## config.mk

```make
export PLATFORM = sky130hd
export DESIGN_NAME = gsbc_front
export DESIGN_NICKNAME = d
export VERILOG_FILES = /design/src/rtl/gsbc_pkg.sv /design/src/rtl/gsbc_front.sv
export SDC_FILE = /design/constraint.sdc
export NUM_CORES = 2
export LEC_CHECK = 0
export ABC_AREA = 1
export BUFFER_PORTS_ARGS = -buffer_cell sky130_fd_sc_hd__buf_4
export CAP_MARGIN = 25
export CORE_MARGIN = 2
export CORE_UTILIZATION = 30
export CTS_CLUSTER_DIAMETER = 120
export DETAILED_ROUTE_END_ITERATION = 16
export HOLD_SLACK_MARGIN = 0.06
export PLACE_DENSITY_LB_ADDON = 0.05
export SLEW_MARGIN = 25
export SYNTH_ARGS = -nofsm -noshare
export SYNTH_HDL_FRONTEND = slang
export SYNTH_SLANG_ARGS = --single-unit
export TNS_END_PERCENT = 50
```

## constraint.sdc

```tcl
create_clock -name i_clk -period 6.1 [get_ports i_clk]
set_input_delay 0.305 -clock i_clk [delete_from_list [all_inputs] [get_ports i_clk]]
set_output_delay 0.305 -clock i_clk [all_outputs]
set_load 0.05 [all_outputs]
```

## src/rtl/gsbc_pkg.sv

```systemverilog
// gyro scale and bias calibration: shared types, constants and the range factor table
`default_nettype none

package gsbc_pkg;

    localparam int AXES        = 3;
    localparam int RAW_W       = 16;
    localparam int FACTOR_W    = 15;
    localparam int PROD_W      = 32;
    localparam int SCALE_SHIFT = 8;
    localparam int SCALED_W    = 23;
    localparam int RATE_W      = 24;
    localparam int SUM_W       = 32;
    localparam int SQ_W        = 2 * RATE_W - 1;
    localparam int MAG_W       = SQ_W + 2;
    localparam int LIM_W       = 32;
    localparam int CFG_W       = 16;
    localparam int CFG_IDX_W   = 2;
    localparam int RANGE_W     = 3;
    localparam int QUEUE_DEPTH = 2;
    localparam int Q_PTR_W     = $clog2(QUEUE_DEPTH);
    localparam int Q_CNT_W     = $clog2(QUEUE_DEPTH + 1);

    // configuration register indexes
    localparam logic [CFG_IDX_W-1:0] CFG_GYRO_RANGE  = 2'd0;
    localparam logic [CFG_IDX_W-1:0] CFG_CAL_SAMPLES = 2'd1;
    localparam logic [CFG_IDX_W-1:0] CFG_STILL_LIMIT = 2'd2;

    // range codes
    localparam logic [RANGE_W-1:0] RANGE_DPS2000  = 3'd0;
    localparam logic [RANGE_W-1:0] RANGE_DPS1000  = 3'd1;
    localparam logic [RANGE_W-1:0] RANGE_DPS500   = 3'd2;
    localparam logic [RANGE_W-1:0] RANGE_DPS250   = 3'd3;
    localparam logic [RANGE_W-1:0] RANGE_DPS125   = 3'd4;
    localparam logic [RANGE_W-1:0] RANGE_CODE_MAX = RANGE_DPS125;

    // opcodes
    localparam logic OP_SAMPLE  = 1'b0;
    localparam logic OP_RESTART = 1'b1;

    localparam logic [RANGE_W-1:0] RANGE_RESET       = RANGE_DPS1000;
    localparam logic [CFG_W-1:0]   CAL_SAMPLES_RESET = 16'd1000;
    localparam logic [CFG_W-1:0]   STILL_LIMIT_RESET = 16'd13107;

    localparam logic signed [RATE_W-1:0] RATE_MAX = 24'sh7FFFFF;
    localparam logic signed [RATE_W-1:0] RATE_MIN = 24'sh800000;
    localparam logic signed [SUM_W-1:0]  SUM_MAX  = 32'sh7FFFFFFF;
    localparam logic signed [SUM_W-1:0]  SUM_MIN  = 32'sh80000000;

    typedef struct packed {
        logic                              opcode;
        logic [AXES-1:0][SCALED_W-1:0]     scaled;
    } t_item;

    typedef enum logic [2:0] {
        S_IDLE,
        S_RATE,
        S_SQUARE,
        S_CHECK,
        S_DIV
    } t_back_state;

    // counts to Q6.16 rad/s, times 256
    function automatic logic [FACTOR_W-1:0] range_factor(input logic [RANGE_W-1:0] code);
        logic [FACTOR_W-1:0] f;
        case (code)
            RANGE_DPS2000: f = 15'd17872;
            RANGE_DPS1000: f = 15'd8936;
            RANGE_DPS500:  f = 15'd4468;
            RANGE_DPS250:  f = 15'd2234;
            RANGE_DPS125:  f = 15'd1117;
            default:       f = 15'd8936;
        endcase
        return f;
    endfunction

endpackage

`default_nettype wire

```

## src/rtl/gsbc_front.sv

```systemverilog
// front stage: takes input items and scales the raw readings to Q6.16
`default_nettype none

module gsbc_front import gsbc_pkg::*; (
    input  logic                    i_clk,
    input  logic                    i_rst_n,
    input  logic                    push,
    output logic                    full,
    input  logic                    i_opcode,
    input  logic signed [RAW_W-1:0] i_raw [AXES],
    input  logic [RANGE_W-1:0]      i_gyro_range,
    input  logic                    i_q_full,
    output logic                    o_q_push,
    output t_item                   o_q_item
);

    logic                    r_vld;
    logic                    r_opcode;
    logic signed [RAW_W-1:0] r_raw [AXES];
    logic [FACTOR_W-1:0]     r_factor;
    logic signed [PROD_W-1:0] w_prod [AXES];
    logic                    w_accept;

    assign full     = r_vld && i_q_full;
    assign w_accept = push && !full;
    assign o_q_push = r_vld && !i_q_full;

    always_ff @(posedge i_clk) begin
        if (!i_rst_n) begin
            r_vld <= 1'b0;
        end else if (w_accept) begin
            r_vld <= 1'b1;
        end else if (o_q_push) begin
            r_vld <= 1'b0;
        end
    end

    always_ff @(posedge i_clk) begin
        if (w_accept) begin
            r_opcode <= i_opcode;
            r_raw    <= i_raw;
            r_factor <= range_factor(i_gyro_range);
        end
    end

    // taking the upper bits of the product is a floor shift
    always_comb begin
        o_q_item.opcode = r_opcode;
        for (int i = 0; i < AXES; i++) begin
            w_prod[i] = PROD_W'(r_raw[i]) * PROD_W'($signed({1'b0, r_factor}));
            o_q_item.scaled[i] = w_prod[i][SCALED_W+SCALE_SHIFT-1:SCALE_SHIFT];
        end
    end

endmodule

`default_nettype wire

```

======== Word-level counts from Yosys, hierarchy flattened ========
Cells that the tools add are included.
W data, S select, Z words.
operators by class
  mux-type cells .......................... 3
  reduce and logical (&&, ||, !) cells .... 7
  eq/ne operators ......................... 3
  multiply operators ...................... 3
operators by type and width
  cell                  count
  $mul A16 B16 Y31      3
  $pmux W15 S4          1
  $eq A3 B2 Y1 const B  2
  $eq A3 B3 Y1 const B  1
  $logic_and A1 B1 Y1   3
  $logic_not A3 Y1      1
  $logic_not A1 Y1      2
  $mux W1               2
  $reduce_bool A2 Y1    1
storage, ports and cells
  register bits after elaboration ......... 65
  output and inout bits ................... 72
  logic and storage cells ................. 22

======== Longest topological paths before layout ========
  depth in word-level cells ............... 4
  mapped depth ............................ 30
  depth with buffers taken out ............ 28

======== Worst setup path after synthesis ========
No wires, ideal clock.
  path type ............................... register to output
  start ................................... register r_factor[11]
  end ..................................... output port o_q_item[60] in the netlist's numbering
  data arrival time ....................... 5.937 ns
  cell stages (with the launch flop) ...... 23
  path slack .............................. -0.142 ns
  buffers on the path ..................... 2
  cells stage by stage .................... edfxtp_1 > buf_6 > clkbuf_1 > nand2_1 > inv_1 > fa_1 > inv_1 > fa_1 > fa_1 > fa_1 > inv_1 > fa_1 > inv_1 > fa_1 > inv_1 > ha_1 > nand2_1 > nor2_1 > inv_1 > nor2_1 > nand3_1 > nand3b_1 > xor2_1
RTL lines
  what                    line              RTL
  start, declared         gsbc_front.sv:20  logic [FACTOR_W-1:0] r_factor;
  start signal, assigned  gsbc_front.sv:42  r_factor <= range_factor(i_gyro_range);
  end, declared           gsbc_front.sv:14  output t_item o_q_item

==> reports/results.tsv <==
stage	metric	value	unit
synth	Post-Syn Area per Cell	7.670	µm²
floorplan	I/O pin cnt	128	
floorplan	Core Area	0.1050	mm²
sta	Period Utilization, post-route	103.3	%
sta	Slew headroom	32.04	%
critical_path	reg2reg start	r_vld$_SDFFE_PN0P_	
placed_design	pre-CTS setup slack	-0.3706	ns
floorplan	Die ar.	0.1080	mm²
route	Via density	4.235	
sta	Hold Vio Cnt, Final	0	
final_layout	ratio of cells with drive above 1 in the final layout	27.34	%
route	routed wl met2	49.86	mm
hold_path	min-delay worst type	input pin to register	
clocking	clk sinks	63	
synth	Syn Inst Count	4123	
synth	most common library cells after synthesis	inv_1, nand2_1, fa_1	
route	Final ANT Viol Nets	0	
synth	Post-synth top flop	edfxtp_1	
critical_path	CP endpoint kind	output pin	
critical_path	Startpoint Class	register	
clocking	Max clock buf depth	2	
clocking	Clock Latency Late Sink	0.41	ns
critical_path	worst r2r path cells	4	
grt	vias in the first global route	28230	
clocking	H-tree depth	3	
floorplan	Initial Util	30.13	%
grt	first-pass GRT wire length	164.9	mm
critical_path	most frequent CP cell	inv_1	
synth	syn nets	5126	
hold_path	hold depth	1	
synth	Synth top area share	45.45	%
floorplan	Chip Height	328.7	µm
grt	largest net degree at the start of global routing	58	
synth	top post-synthesis cells by area	fa_1, inv_1, nand2_1, ha_1, edfxtp_1	
sta	fin worst setup slack	-0.2020	ns
critical_path	slowest CP cell	fa_2	
route	Met1 Wirelength	50.84	mm
synth	Cell variety after synth	38	
synth	Ys Warns	0	
critical_path	Slowest Stage Delay on Critical Path	0.64	ns
synth	Synth Register Bits	63	
synth	top-count cell post-synth	inv_1	
synth	cell taking the most area after synthesis	fa_1	
run	Max-Cap Viols	0	
route	DRC	0	
route	Highest Signal Layer	met4	
critical_path	WS Path Type	register to output pin	
critical_path	worst setup path startpoint	r_factor[2]$_DFFE_PP_	
sta	skew final	0.02030	ns
critical_path	total number of cells along the worst setup path	26	
sta	Final min period	6.302	ns
floorplan	Row Count	119	
placed_design	routability cong.	0.8308	
clocking	TritonCTS clock tree	done	
final_layout	nets	5716	
outcome	failing checks	setup timing	
synth	post-synthesis sequential area ratio	5.950	%
sta	endpoints failing setup	56	
clocking	Num CTS Buffers	9	
route	number of DRC markers in iteration 0	1090	
route	drt first pass iters	5	
final_layout	# diodes	0	
critical_path	crit path max fanout	7	
synth	asr flop ratio synth	0	%
placed_design	HPWL after DPL	90.12	mm
outcome	status	complete, but fails checks	
route	drt wl/cell	17.03	µm
grt	grt total ovfl	0	
synth	post-synthesis cell area	0.03163	mm²
placed_design	# port buffers	127	
sta	RSZ-0062 raised after global routing	yes	
sta	FMAX	0.1587	GHz
critical_path	WP data required	5.79	ns
route	WL met3	2.138	mm
grt	initial antenna violation count	0	
hold_path	hold path start	i_raw[31]	
floorplan	Die Width	328.7	µm
critical_path	CP Buf/Inv Count	10	
final_layout	Area growth, synth to finish	33.66	%
synth	EDFF count, synth	62	
clocking	CTS root buf	clkbuf_16	
clocking	Reg clk slew, reported paths	0.07	ns
critical_path	WP data arrival	6.00	ns
critical_path	CP delay by family, top	adder cells	
route	WL final	104.1	mm
grt	GRT Total Usage	20.04	%
route	via count	25870	
sta	fin. max-slew vios	0	
sta	worst slew pin tran	1.019	ns
[placed cells by master (no fill, tap or decap), types with 34 or more instances in the layout]
master	Yosys	layout
inv_2	0	105
edfxtp_1	62	62
fa_2	0	60
ha_4	0	61
buf_12	0	37
inv_1	1394	1282
nand2_4	1	48
nand3_1	75	61
nand2_1	1118	958
nor2_4	1	34
nand2_2	9	122
buf_6	1	99
fa_1	718	658
buf_4	2	519
nor2_2	1	36
ha_1	229	167
nor2_1	140	72
a21oi_2	0	45
[area by class of cell]
class                   count  area, µm²
flip-flops and latches     63       1882
multi-input cells        2552      26770
inverters                1394       5253
clock buffers               9      225.2
repair buffers            693       6302
well taps                1391       1740
fillers                 11080      62700
clock inverters             7      96.34
[final timing paths]
check / end / slack (ns)
setup / recovery: o_q_item[67] / -0.20
hold / removal: r_raw[31]$_DFFE_PP_ / 0.09
setup reg to reg: r_raw[37]$_DFFE_PP_ / 4.21
hold reg to reg: r_vld$_SDFFE_PN0P_ / 0.50
[cells by family after synthesis]
group / after synthesis / synth area share [%]
AOI/OAI and AO/OA: 155 / 2.718
xor gates and xnor gates: 54 / 1.496
adders and majority gates: 947 / 54.51
buffers and inverters: 1508 / 17.95
DFF: 63 / 5.950
and+or+nand+nor: 1396 / 17.38
[routing by layer]
| layer | vias up | global-route usage (%) |
|---|---|---|
| met5 | - | 0 |
| li1 | 12700 | - |
| met2 | 299 | 33.86 |
| met4 | 0 | 2.750 |
| met3 | 50 | 1.236 |
| met1 | 12820 | 28.85 |
[repair_timing]
action	in CTS	in global routing
setup endpoints to repair	63	68
pin swaps	202	175
setup buffers	64	15
hold buffers	18	0
resized for setup	560	316
hold endpoints to repair	18	0
cloned	4	1
[registers in the layout, indices dropped and copies added (netlist names)]
name / count
r_opcode: 1
r_vld: 1
r_raw: 48
r_factor: 13
[per-stage QoR]
| stage | std cells | hold slack (ns) | util, % | TNS [ns] | area (µm²) |
|---|---|---|---|---|---|
| after floorplan | 4123 | 0.4039 | - | -0.1397 | 31660 |
| after global placement | 5992 | 0.4829 | 36.04 | -2.985 | 37830 |
| after detailed placement | 5992 | 0.4843 | 36.04 | -2.569 | 37830 |
| after CTS | 6093 | 0.06022 | 39.08 | -8.029 | 41020 |
| after global routing | 6109 | 0.07231 | 40.27 | -19.72 | 42270 |
| final | 6109 | 0.08538 | 40.27 | -4.728 | 42270 |
Power is left out: the tool's default activity adds up to more than one toggle a clock period on the data nets, which glitch-free logic cannot reach.
