<file path="src/rtl/gsbc_pkg.sv">
// gyro scale and bias calibration: shared types, constants and the range factor table
`default_nettype none

package gsbc_pkg;

    localparam int AXES        = 3;
    localparam int RAW_W       = 16;
    localparam int FACTOR_W    = 15;
    localparam int PROD_W      = 32;
    localparam int SCALE_SHIFT = 8;
    localparam int SCALED_W    = 23;
    localparam int RATE_W      = 24;
    localparam int SUM_W       = 32;
    localparam int SQ_W        = 2 * RATE_W - 1;
    localparam int MAG_W       = SQ_W + 2;
    localparam int LIM_W       = 32;
    localparam int CFG_W       = 16;
    localparam int CFG_IDX_W   = 2;
    localparam int RANGE_W     = 3;
    localparam int QUEUE_DEPTH = 2;
    localparam int Q_PTR_W     = $clog2(QUEUE_DEPTH);
    localparam int Q_CNT_W     = $clog2(QUEUE_DEPTH + 1);

    // configuration register indexes
    localparam logic [CFG_IDX_W-1:0] CFG_GYRO_RANGE  = 2'd0;
    localparam logic [CFG_IDX_W-1:0] CFG_CAL_SAMPLES = 2'd1;
    localparam logic [CFG_IDX_W-1:0] CFG_STILL_LIMIT = 2'd2;

    // range codes
    localparam logic [RANGE_W-1:0] RANGE_DPS2000  = 3'd0;
    localparam logic [RANGE_W-1:0] RANGE_DPS1000  = 3'd1;
    localparam logic [RANGE_W-1:0] RANGE_DPS500   = 3'd2;
    localparam logic [RANGE_W-1:0] RANGE_DPS250   = 3'd3;
    localparam logic [RANGE_W-1:0] RANGE_DPS125   = 3'd4;
    localparam logic [RANGE_W-1:0] RANGE_CODE_MAX = RANGE_DPS125;

    // opcodes
    localparam logic OP_SAMPLE  = 1'b0;
    localparam logic OP_RESTART = 1'b1;

    localparam logic [RANGE_W-1:0] RANGE_RESET       = RANGE_DPS1000;
    localparam logic [CFG_W-1:0]   CAL_SAMPLES_RESET = 16'd1000;
    localparam logic [CFG_W-1:0]   STILL_LIMIT_RESET = 16'd13107;

    localparam logic signed [RATE_W-1:0] RATE_MAX = 24'sh7FFFFF;
    localparam logic signed [RATE_W-1:0] RATE_MIN = 24'sh800000;
    localparam logic signed [SUM_W-1:0]  SUM_MAX  = 32'sh7FFFFFFF;
    localparam logic signed [SUM_W-1:0]  SUM_MIN  = 32'sh80000000;

    typedef struct packed {
        logic                              opcode;
        logic [AXES-1:0][SCALED_W-1:0]     scaled;
    } t_item;

    typedef enum logic [2:0] {
        S_IDLE,
        S_RATE,
        S_SQUARE,
        S_CHECK,
        S_DIV
    } t_back_state;

    // counts to Q6.16 rad/s, times 256
    function automatic logic [FACTOR_W-1:0] range_factor(input logic [RANGE_W-1:0] code);
        logic [FACTOR_W-1:0] f;
        case (code)
            RANGE_DPS2000: f = 15'd17872;
            RANGE_DPS1000: f = 15'd8936;
            RANGE_DPS500:  f = 15'd4468;
            RANGE_DPS250:  f = 15'd2234;
            RANGE_DPS125:  f = 15'd1117;
            default:       f = 15'd8936;
        endcase
        return f;
    endfunction

endpackage

`default_nettype wire

</file>
<file path="src/rtl/gsbc_queue.sv">
// short item queue between the front and back stages
`default_nettype none

module gsbc_queue import gsbc_pkg::*; (
    input  logic               i_clk,
    input  logic               i_rst_n,
    input  logic               i_push,
    input  t_item              i_item,
    input  logic               i_pop,
    output t_item              o_item,
    output logic               o_full,
    output logic               o_empty,
    output logic [Q_CNT_W-1:0] o_count
);

    t_item              r_mem [QUEUE_DEPTH];
    logic [Q_PTR_W-1:0] r_wr;
    logic [Q_PTR_W-1:0] r_rd;
    logic [Q_CNT_W-1:0] r_cnt;
    logic               w_push;
    logic               w_pop;

    assign o_full  = r_cnt == Q_CNT_W'(QUEUE_DEPTH);
    assign o_empty = r_cnt == '0;
    assign o_count = r_cnt;
    assign o_item  = r_mem[r_rd];
    assign w_push  = i_push && !o_full;
    assign w_pop   = i_pop && !o_empty;

    always_ff @(posedge i_clk) begin
        if (!i_rst_n) begin
            r_wr  <= '0;
            r_rd  <= '0;
            r_cnt <= '0;
        end else begin
            if (w_push) begin
                r_wr <= (r_wr == Q_PTR_W'(QUEUE_DEPTH - 1)) ? '0 : r_wr + Q_PTR_W'(1);
            end
            if (w_pop) begin
                r_rd <= (r_rd == Q_PTR_W'(QUEUE_DEPTH - 1)) ? '0 : r_rd + Q_PTR_W'(1);
            end
            if (w_push && !w_pop) begin
                r_cnt <= r_cnt + Q_CNT_W'(1);
            end else if (w_pop && !w_push) begin
                r_cnt <= r_cnt - Q_CNT_W'(1);
            end
        end
    end

    always_ff @(posedge i_clk) begin
        if (w_push) begin
            r_mem[r_wr] <= i_item;
        end
    end

endmodule

`default_nettype wire

</file>
<file path="config.mk">
export PLATFORM = sky130hd
export DESIGN_NAME = gsbc_queue
export DESIGN_NICKNAME = d
export VERILOG_FILES = /design/src/rtl/gsbc_pkg.sv /design/src/rtl/gsbc_queue.sv
export SDC_FILE = /design/constraint.sdc
export NUM_CORES = 1
export LEC_CHECK = 0
export BUFFER_PORTS_ARGS = -buffer_cell sky130_fd_sc_hd__buf_2
export CAP_MARGIN = 20
export CORE_MARGIN = 2
export CORE_UTILIZATION = 55
export CTS_CLUSTER_DIAMETER = 200
export CTS_CLUSTER_SIZE = 30
export DETAILED_ROUTE_END_ITERATION = 8
export HOLD_SLACK_MARGIN = 0.1
export PLACE_DENSITY = 0.8
export SKIP_CTS_REPAIR_TIMING = 1
export SLEW_MARGIN = 20
export SYNTH_ARGS = -nofsm -noshare
export SYNTH_HDL_FRONTEND = slang
export SYNTH_SLANG_ARGS = --single-unit
export TNS_END_PERCENT = 1
</file>
<file path="constraint.sdc">
create_clock -name i_clk -period 7.7 [get_ports i_clk]
set_clock_uncertainty 0.1 [all_clocks]
set_input_delay 0.385 -clock i_clk [delete_from_list [all_inputs] [get_ports i_clk]]
set_output_delay 0.385 -clock i_clk [all_outputs]
set_load 0.005 [all_outputs]
</file>
# Word level (Yosys, flattened, before mapping)
# Memories as Yosys holds them, arrays and structs flattened. A register that Yosys moved wholly into a read port is not among the register bits.
# Index checks and enable logic that the tools add are counted.
# classes
muxes	8
add_sub_neg	4
eq_ne	1
reduce_logical	10
# op_table
op	count
1-bit two-way mux	6
1-bit logical AND	4
1-bit logical NOT	4
2-bit two-way mux	2
1-bit adder, second input constant	2
2-bit by 1-bit adder with 2-bit output, second input constant	1
2-bit equality test, second input constant	1
2-bit logical NOT	1
2-bit nonzero test	1
2-bit by 1-bit subtractor with 2-bit output, second input constant	1
# word_totals
in_bits	74
word_cells	27
n_memories	1
out_inout_bits	74
regBits	4
mem_bits_rw	140
# memory_table
name	depth	word_bits	read_ports	rd_clocked_by_memory_dff	wr	line	rtl
r_mem	2	70	1	1	1	gsbc_queue.sv:16	t_item r_mem [QUEUE_DEPTH];

# Depth between registers and ports, before layout
# Gate-level depths: netlist of the first run.
# depth
word_depth	7
ltp_mapped	7
mapped_depth_nobuf	7

# Worst setup path before layout of the first run
# Ideal clock, no wire load.
# synth_timing
path_kind	flip-flop to flip-flop
startpoint	reg r_cnt[0], in the netlist o_count[0]
endpoint	mem r_mem[0][0] (netlist bit) (enable)
setup_ps	487
required_time_ps	7113
path_slack_ps	3767
stages_incl_launch_ff	4
period_less_slack_ps	3933
arrival_ps	3346
n_path_buf	0
path_cell_list	dfxtp_1 -> nand2b_1 -> inv_2 -> nor3_2
# synth_via
elab_chain_cells	5
# synth_rtl
element	line	rtl
start: declaration	gsbc_queue.sv:19	logic [Q_CNT_W-1:0] r_cnt;
start signal: assignment	gsbc_queue.sv:43	r_cnt <= r_cnt + Q_CNT_W'(1);
start signal: assignment	gsbc_queue.sv:45	r_cnt <= r_cnt - Q_CNT_W'(1);
2-bit equality test	gsbc_queue.sv:23	assign o_full = r_cnt == Q_CNT_W'(QUEUE_DEPTH);
named net o_full	gsbc_queue.sv:11	output logic o_full,
1-bit logical NOT	gsbc_queue.sv:27	assign w_push = i_push && !o_full;
1-bit logical AND	gsbc_queue.sv:27	
1-bit two-way mux	gsbc_queue.sv:51	if (w_push) begin
1-bit two-way mux (implied by the code)	gsbc_queue.sv:52	r_mem[r_wr] <= i_item;
end: declaration	gsbc_queue.sv:16	
# The timed path passes the listed nets, and every way through them passes these cells.

==> reports/qor.yml, run 1 <==
status: "finished, final reports clean"
arrival_ns: 2.05
first_global_vias: 2789
root_buffer: "clkbuf_8"
peakVddDrop_mv: 0.215
finalMaxSlewViolations: 0
relSlewSlack_pct: 35.5
rrSetupSlack_ns: 5.69
crit_fanout: 70
start_util_pct: 56.7
grt_pass1_wl_mm: 13.3
antenna_found_initial: 0
max-cap-violations: 0
die_area_mm2: 0.0104
wl_per_cell_um: 17.0
io_pins: 148
dieHeight_um: 102
htree_levels: 4
finalNetCount: 549
utilization_pct: 79.9
viasPerCell: 4.96
area_growth_syn_to_layout_pct: 40.9
num_rows: 35
finalHoldViolCount: 0
grt_usage_pct: 17.4
worst_slack_ns: 5.17
vias: 3050
synth_top_area_share_pct: 79.8
cts_tree: "built"
tightest_slew_ns: 0.967
critPathCaptureType: "output port"
path_class: "reg2out"
clk_path_buf_depth: 2
synth-seq-cells: 145
overflow: 0
cts_made_buffers: 17
yosys.area.top_type: "edfxtp_1"
wl_mm: 10.5
core_area_mm2: 0.00928
fin_tns_setup_ns: 0
p_leak_nw: 2.82
holdCritPathClass: "in2reg"
gp_congestion: 0.707
min_period_over_period_pct: 32.9
powerDensity_mw_per_mm2: 309
clock_latency_ns: 0.50
clock-sinks: 145
fp.dieW_um: 102
syn_area_per_cell_um2: 21.7
fmax_ghz: 0.395
place_hpwl_mm: 5.65
start_kind: "flip-flop"
path_clk_slew_ns: 0.06
required_ns: 7.21
grt_start_max_net_pins: 71
yosysUniqueCellTypes: 20
rsz0062_at_grt: "false"
drc_errors: 0
io_buffers: 147
diodes: 0
synth_cells: 243
ys_seq_area_share_pct: 81.7
fin_crit_ns: 2.53
drtIter0Drc: 99
ant_nets: 0
final-setup-viol-count: 0
synthTopCellsByArea: "edfxtp_1, mux2_2, dfxtp_1"
yosysWarnings: 0
first_pass_iters: 4
netlist_area_mm2: 0.00527
syn-num-nets: 318
holdWs_ns: 0.160
place_ws_ns: 5.67
drive_above_1_share_pct: 51.9
## logic make-up after synthesis
| group | share of synthesized area [%] |
|---|---|
| DFF | 81.7 |
| muxes | 15.0 |
| buffers and inverters | 0.903 |
| and+or+nand+nor | 1.05 |
| AOI/OAI and AO/OA | 0.618 |
| xor gates and xnor gates | 0.499 |
| adders and majority gates | 0.238 |
## synth_stat cells
cell and n:
edfxtp_1 140, mux2_2 70, buf_2 8, dfxtp_1 5, and2_1 3, nor2_1 2
xnor2_1 2, a21boi_0 1, a21boi_1 1, and3_1 1, ha_1 1, inv_1 1
inv_2 1, nand2b_1 1, nor3_2 1, o21a_1 1, o21ai_0 1, o21ai_1 1
or3_1 1, xor2_1 1
## sequential cells by signal, summed over array words and instances, names as in the netlist, named ones only
signal / count
r_mem: 140
o_count: 2
r_rd: 1
r_wr: 1
## layer usage
| layer | global-route usage (%) | up-vias | part of all wire (%) |
|---|---|---|---|
| met3 | 6.57 | 14 | 6.4 |
| met4 | 7.38 | 0 | 1.2 |
| met1 | 20.3 | 1492 | 40 |
| li1 | - | 1421 | - |
| met2 | 29.3 | 123 | 53 |
| met5 | 0 | - | 0 |
## worst max-delay path, cell delays in order (launching register included)
cell and delay, ns:
dfxtp_4 0.94, mux2_2 0.43, buf_2 0.13
## placed cells by master, fill, tap and decap left out, drive strengths merged
master	instances
bufinv	2
xor2	1
clkbuf	19
dlygate4sd3	71
clkinvlp	3
and2	3
xnor2	2
a21boi	2
edfxtp	140
mux2	70
or3	1
dfxtp	5
buf	149
nand2b	1
nor3	1
o21a	1
inv	5
o21ai	2
ha	1
and3	1
nor2	2
clkinv	4
## cell type report
cell class	count	area, um2
clock inverters	12	133
inverters	2	7.51
repair buffers	220	1460
clock buffers	19	422
flip-flops and latches	145	4310
fillers	509	1870
multi-input cells	88	926
well taps	129	161
## worst paths after layout
check	startpoint	cells after the start	endpoint
worst max-delay path	flip-flop	2	o_item[25]
worst min-delay path	i_push	3	r_wr
worst max register to register	o_count[0]	2	r_mem[1][46]
worst min register to register	o_count[1]	2	o_count[1]
## where the power goes
group	switching, mW	internal [mW]
combinational	0.192	0.266
clock	0.300	0.460
sequential	0.0812	0.994
total	0.574	1.72
## per-stage QoR
stage / cell area, um2 / std cells / total power, mW
floorplan: 5270 / 243 / 1.33
global placement: 6150 / 513 / 1.51
detailed placement: 6150 / 513 / 1.52
CTS: 6710 / 544 / 2.28
global route: 7420 / 615 / 2.39
finish: 7420 / 615 / 2.29
Note: power is estimated with default switching activity, not from simulation.
==> run 2: changes to the inputs <==
--- a/config.mk
+++ b/config.mk
@@ -8,12 +8,12 @@
 export BUFFER_PORTS_ARGS = -buffer_cell sky130_fd_sc_hd__buf_2
 export CAP_MARGIN = 20
 export CORE_MARGIN = 2
-export CORE_UTILIZATION = 55
+export CORE_UTILIZATION = 46
 export CTS_CLUSTER_DIAMETER = 200
 export CTS_CLUSTER_SIZE = 30
 export DETAILED_ROUTE_END_ITERATION = 8
 export HOLD_SLACK_MARGIN = 0.1
-export PLACE_DENSITY = 0.8
+export PLACE_DENSITY = 0.71
 export SKIP_CTS_REPAIR_TIMING = 1
 export SLEW_MARGIN = 20
 export SYNTH_ARGS = -nofsm -noshare
==> constraint.sdc (replaced) <==
create_clock -name i_clk -period 2.32 [get_ports i_clk]
set_clock_uncertainty 0.1 [all_clocks]
set_input_delay 0.116 -clock i_clk [delete_from_list [all_inputs] [get_ports i_clk]]
set_output_delay 0.116 -clock i_clk [all_outputs]
set_load 0.005 [all_outputs]
==> run 2 against run 1 <==
Wire length decreased by 5.7%. Core utilization shrank 13 points. Die area rose by 19%. Via count decreased by 2.5%. Sequential share of layout area shrank 1.3 points. Clock power rose to 3.8 times the previous value. Critical path depth is 1 higher. Final cell count rose by 3.3%. Critical path type unchanged.
==> reports/qor.yml, run 2 (synthesis gave the netlist of run 1 again) <==
wl_per_cell_um: 15.5  # -8.7%
cts_made_buffers: 17  # unchanged
holdWs_ns: 0.0906  # -0.0691 ns
finalHoldViolCount: 0  # unchanged
seq_power_share_pct: 42.9  # -4.0 points
p_leak_nw: 2.89  # +2.5%
clock-sinks: 145  # unchanged
place_hpwl_mm: 5.82  # +3.0%
arrival_ns: 1.75  # -0.30 ns
status: "finished, final reports clean"
slowest_stage: "dfxtp_4"
min_period_over_period_pct: 84.7
tightest_slew_ns: 0.550  # -0.417 ns
powerDensity_mw_per_mm2: 1050  # +240%
postLayoutCellArea_mm2: 0.00759  # +2.4%
multi_input_area_um2: 933  # +0.81%
rsz0062_at_grt: "false"
intPower_mw: 6.12  # +260%
top_register: "r_mem"
htree_levels: 4  # unchanged
gp_congestion: 0.712  # +0.69%
grt_start_max_net_pins: 42  # -41%
p_switching_mw: 1.89  # +230%
max-cap-violations: 0  # unchanged
dpl-instance-area_mm2: 0.00624  # +1.4%
antenna_found_initial: 0  # unchanged
ant_nets: 0  # unchanged
finalNetCount: 554  # +0.91%
dieHeight_um: 111  # +9.0%
viasPerCell: 4.68  # -5.6%
place_ws_ns: 0.613  # -5.06 ns
drive_above_1_share_pct: 52.4  # +0.59 points
cp_cell_sequence: "buf_4 -> mux2_2 -> buf_2"
relSlewSlack_pct: 63.3  # +28 points
peakVddDrop_mv: 0.662  # +210%
overflow: 0  # unchanged
diodes: 0  # unchanged
critPathMaxStageDelay_ns: 0.48  # -0.46 ns
start_kind: "flip-flop"
switching_share_pct: 23.6  # -1.4 points
fin_tns_setup_ns: 0  # unchanged
path_clk_slew_ns: 0.05  # about the same
num_rows: 39  # +11%
grt_usage_pct: 15.3  # -2.1 points
area_growth_syn_to_layout_pct: 44.2
p_total_mw: 8.01  # +250%
clk_path_buf_depth: 2  # unchanged
io_buffers: 147  # unchanged
clock_latency_ns: 0.40  # -0.10 ns
drc_errors: 0  # unchanged
io_pins: 148  # unchanged
start_util_pct: 46.7  # -10 points
vias: 2974  # -2.5%
fmax_ghz: 0.509
worst_slack_ns: 0.356  # -4.81 ns
fp.dieW_um: 111  # +9.0%
first_pass_iters: 4  # unchanged
core_area_mm2: 0.0113  # +21%
largest_reg_flops: 140  # unchanged
path_class: "reg2out"
fill_cells: 793  # +56%
mostFrequentLayoutCells: "buf_2, edfxtp_1, dlygate4sd3_1"
crit_family: "flip-flops"
die_area_mm2: 0.0123  # +19%
regArea_mm2: 0.00431  # about the same
power_frac_comb_pct: 21.4  # +1.4 points
wl_mm: 9.86  # -5.7%
final-setup-viol-count: 0  # unchanged
first_global_vias: 2876  # +3.1%
fin_crit_ns: 1.96
pwr-share-clk_pct: 35.7  # +2.6 points
final_common_cell: "buf_2"
crit_buf_inv: 2  # +1
root_buffer: "clkbuf_16"
crit_fanout: 21  # -70%
required_ns: 2.10  # -5.11 ns
holdCritPathClass: "in2reg"
grt_pass1_wl_mm: 14.4  # +8.3%
critPathCaptureType: "output port"
cts_tree: "built"
finalMaxSlewViolations: 0  # unchanged
drtIter0Drc: 151  # +53%
[run 2: cell types whose count changed in the layout (fill, tap and decap cells not counted), moves of 2 or more]
cell / delta
buf_12: +2
clkbuf_8: +2
buf_4: +2
inv_6: -3
bufinv_16: +2
clkinv_2: -2
[run 2: layout make-up]
class / count / area share [%]
Timing Repair Buffer: 225 / 20.1
Inverter: 2 / 0.132
Tap cell: 143 / 2.36
Sequential cell: 145 / 56.8
Clock inverter: 9 / 2.06
Multi-Input combinational cell: 88 / 12.3
Clock buffer: 23 / 6.29
[run 2: worst reg2reg max path: stages, from the launching register on]
cell      delay, ns
dfxtp_4        0.38
nand2b_4       0.15
inv_4          0.05
nor3_4         0.15
buf_4          0.50
[run 2: power groups by stage]
stage	Clock (mW)	Combinational [mW]	Sequential (mW)
floorplan	0	0.981	3.44
global placement	0	1.63	3.47
detailed placement	0	1.64	3.49
CTS	2.92	1.65	3.44
global route	3.02	1.87	3.47
finish	2.86	1.71	3.43
[run 2: per-layer routing]
metal	global-route usage, %	wire (um)	share of wire, %	vias up
met3	6.56	558	5.7	9
met1	18.7	4280	43	1435
met4	5.58	116	1.2	0
met2	24.5	4910	50	96
li1	-	-	-	1434
met5	0	0	0	-
[run 2: final timing paths]
kind,start,depth (start not counted),endpoint,slack (ns)
setup reg to reg,o_count[0],4,r_mem[0][44],0.63
hold reg to reg,r_rd,2,flip-flop,0.48
setup / recovery,flip-flop,3,o_item[21],0.36
hold / removal,i_pop,4,r_rd,0.09
[run 2: metrics by stage]
stage               instances  util (%)
floorplan                 243         -
global placement          531      55.4
detailed placement        531      55.4
CTS                       563      61.0
global route              635      67.4
finish                    635      67.4
==> run 3: changes to the inputs <==
--- a/config.mk
+++ b/config.mk
@@ -5,10 +5,11 @@
 export SDC_FILE = /design/constraint.sdc
 export NUM_CORES = 1
 export LEC_CHECK = 0
+export ABC_AREA = 1
 export BUFFER_PORTS_ARGS = -buffer_cell sky130_fd_sc_hd__buf_2
 export CAP_MARGIN = 20
 export CORE_MARGIN = 2
-export CORE_UTILIZATION = 46
+export CORE_UTILIZATION = 47
 export CTS_CLUSTER_DIAMETER = 200
 export CTS_CLUSTER_SIZE = 30
 export DETAILED_ROUTE_END_ITERATION = 8
==> constraint.sdc (replaced) <==
create_clock -name i_clk -period 1.6 [get_ports i_clk]
set_clock_uncertainty 0.1 [all_clocks]
set_input_delay 0.08 -clock i_clk [delete_from_list [all_inputs] [get_ports i_clk]]
set_output_delay 0.08 -clock i_clk [all_outputs]
set_load 0.005 [all_outputs]
==> run 3 against run 2 <==
Total power is 48% higher. Sequential share of layout area is 4.6 points lower. Worst setup slack worse by 0.42 ns. First-iteration DRC count is 6.6% lower. Combinational power is 100% higher. Clock power is 20% higher. Count of clock-buffer cells in the layout is 2 lower. The run now ends with setup timing left. Via count is 3.4% higher. Wire length is 5.8% higher. Flip-flop and latch count stayed put. Die area is 4.9% higher.
==> reports/qor.yml, run 3 <==
status: "finished with violations"
violations: "setup timing"
diodes: 0  # unchanged
critPathMaxStageDelay_ns: 0.39  # -0.09 ns
powerDensity_mw_per_mm2: 1440  # +36%
layoutNonFillerInstCount: 653  # +2.8%
final-setup-viol-count: 71  # +71
utilization_pct: 69.6  # +2.2 points
top_register: "r_mem"
syn-num-nets: 331  # +4.1%
required_ns: 1.42  # -0.68 ns
max-cap-violations: 0  # unchanged
yosysWarnings: 0  # unchanged
viasPerCell: 4.71  # +0.51%
wl_mm: 10.4  # +5.8%
fin_crit_ns: 1.66
fmax_ghz: 0.602
synthTopCellsByArea: "edfxtp_1, mux2_4, buf_12"
synth-seq-cells: 145  # unchanged
peakVddDrop_mv: 0.850  # +28%
intPower_mw: 9.00  # +47%
crit_cells: 3  # unchanged
core_area_mm2: 0.0119  # +5.2%
mostFrequentLayoutCells: "edfxtp_1, buf_2, dlygate4sd3_1"
grt_start_max_net_pins: 42  # unchanged
power_frac_comb_pct: 29.1  # +7.7 points
start_kind: "flip-flop"
ys_async_sr_fraction_pct: 0  # unchanged
die_area_mm2: 0.0129  # +4.9%
root_buffer: "clkbuf_16"
ff2ff_path_depth: 8  # +4
area_growth_syn_to_layout_pct: 46.1
drive_above_1_share_pct: 50.2  # -2.2 points
fp.dieW_um: 114  # +2.4%
fill_cells: 734  # -7.4%
worst_slack_ns: -0.0609  # -0.417 ns
finalMaxSlewViolations: 0  # unchanged
crit_buf_inv: 2  # unchanged
ant_nets: 0  # unchanged
yosysUniqueCellTypes: 14  # -30%
cts_made_buffers: 17  # unchanged
place_hpwl_mm: 6.10  # +4.8%
antenna_found_initial: 0  # unchanged
grt_usage_pct: 14.7  # -0.64 points
io_pins: 148  # unchanged
dp.cells: 549  # +3.4%
crit_family: "flip-flops"
path_class: "reg2out"
synth.most_common_cell: "edfxtp_1"
min_period_over_period_pct: 104
ys_seq_area_share_pct: 76.2  # -5.6 points
p_switching_mw: 2.85  # +51%
clock_latency_ns: 0.41  # about the same
cts_tree: "built"
drtIter0Drc: 141  # -6.6%
grt_pass1_wl_mm: 13.9  # -3.5%
clock-sinks: 145  # unchanged
num_rows: 40  # +2.6%
rsz0062_at_grt: "true"
hold-path-cell-count: 2  # -2
first_global_vias: 2896  # +0.70%
syn_area_per_cell_um2: 22.1  # +1.9%
slowest_stage: "dfxtp_4"
finalHoldViolCount: 0  # unchanged
netlist_area_mm2: 0.00565  # +7.3%
synthFlopType: "edfxtp_1"
arrival_ns: 1.48  # -0.27 ns
tightest_slew_ns: 0.245  # -0.305 ns
synth_edf_count: 140  # unchanged
dieHeight_um: 114  # +2.4%
synth_cells: 256  # +5.3%
start_util_pct: 47.6  # +0.93 points
synth_top_area_share_pct: 74.4  # -5.4 points
yosys-top-cells-count: "edfxtp_1, mux2_4, nor2_1"
overflow: 0  # unchanged
clk_path_buf_depth: 2  # unchanged
seq_power_share_pct: 42.0  # -0.9 points
holdWs_ns: 0.286  # +0.196 ns
gp_congestion: 0.683  # -4.2%
finalNetCount: 569  # +2.7%
crit_fanout: 24  # +14%
critPathCaptureType: "output port"
holdCritPathClass: "in2reg"
relSlewSlack_pct: 83.7  # +20 points
path_clk_slew_ns: 0.05  # about the same
final_common_cell: "edfxtp_1"
cp_cell_sequence: "buf_12 -> mux2_4 -> buf_6"
largest_reg_flops: 140  # unchanged
htree_levels: 4  # unchanged
wl_per_cell_um: 16.0  # +2.8%
pwr-share-clk_pct: 28.8  # -6.9 points
vias: 3074  # +3.4%
yosys.area.top_type: "edfxtp_1"
io_buffers: 147  # unchanged
first_pass_iters: 4  # unchanged
switching_share_pct: 24.0  # +0.49 points
drc_errors: 0  # unchanged
p_leak_nw: 3.29  # +14%
==> run 3: cell types whose count changed in the layout (fill, tap and decap cells not counted), moves of 4 or more <==
cell | previous run | this run
buf_4 | 4 | 0
buf_12 | 2 | 7
buf_2 | 147 | 79
clkinv_2 | 1 | 5
buf_6 | 0 | 68
clkinv_1 | 0 | 4
mux2_4 | 0 | 70
nor2_1 | 2 | 9
inv_1 | 1 | 8
nand2_1 | 0 | 6
mux2_2 | 70 | 0
==> run 3: layer usage <==
layer	routed length, um	share of wire, %	vias up	track usage, %
met2	5710	55	113	24.6
met4	232	2.2	0	9.19
met1	3960	38	1483	16.1
met3	532	5.1	15	4.99
li1	-	-	1463	-
met5	0	0	-	0
==> run 3: metrics by stage <==
step	TNS, ns	setup WS (ns)	area [um2]	total power, mW
6_report	-3.41	-0.0609	8260	11.8
5_1_grt	-7.11	-0.118	8260	12.3
4_1_cts	-5.84	-0.101	7100	11.2
3_5_place_dp	-0.00599	-0.00599	6590	7.74
3_3_place_gp	0	0.132	6590	7.66
2_1_floorplan	-61.80	-0.450	5680	6.84
==> run 3: cell type report <==
| cell class | count | area [um2] | share of cell area [%] |
|---|---|---|---|
| clock inverter | 10 | 70.1 | 0.849 |
| sequential | 145 | 4310 | 52.2 |
| clock buffer | 21 | 440 | 5.33 |
| timing repair buffer | 227 | 2030 | 24.6 |
| multi-input combinational | 94 | 1180 | 14.4 |
| inverter | 9 | 33.8 | 0.409 |
| tap | 147 | 184 | 2.23 |
==> run 3: power by group through the flow <==
stage          combinational, mW  sequential, mW  clock [mW]
2_1_floorplan               1.83            5.02           0
3_5_place_dp                2.69            5.06           0
3_3_place_gp                2.64            5.02           0
4_1_cts                     2.70            4.98        3.50
6_report                    3.45            4.98        3.42
5_1_grt                     3.68            5.03        3.64
==> run 3: worst register-to-register path, delay by kind of cell (launching register included) <==
family | cells | cell delay (ns)
compound gates | 1 | 0.20
fa+ha+maj | 1 | 0.33
buf+inv | 3 | 0.26
flops | 1 | 0.36
simple gates | 3 | 0.27
==> run 3: cells by family (layout without fill, tap and decap cells) <==
kind of cell	Yosys count	count (layout)	share of synthesized area [%]
buffers and inverters	17	267	3.28
muxes	70	70	18.6
AOI/OAI and AO/OA	4	4	0.421
adders and majority gates	1	1	0.221
DFF	145	145	76.2
and+or+nand+nor	19	19	1.33
==> run 3: worst paths after layout <==
path	startpoint	to	slack, ns
hold / removal	i_item[34]	r_mem[1][34]	0.29
setup reg to reg	o_count[1]	o_count[1]	-0.03
setup / recovery	flip-flop	o_item[47]	-0.06
hold reg to reg	r_rd	r_rd	0.41
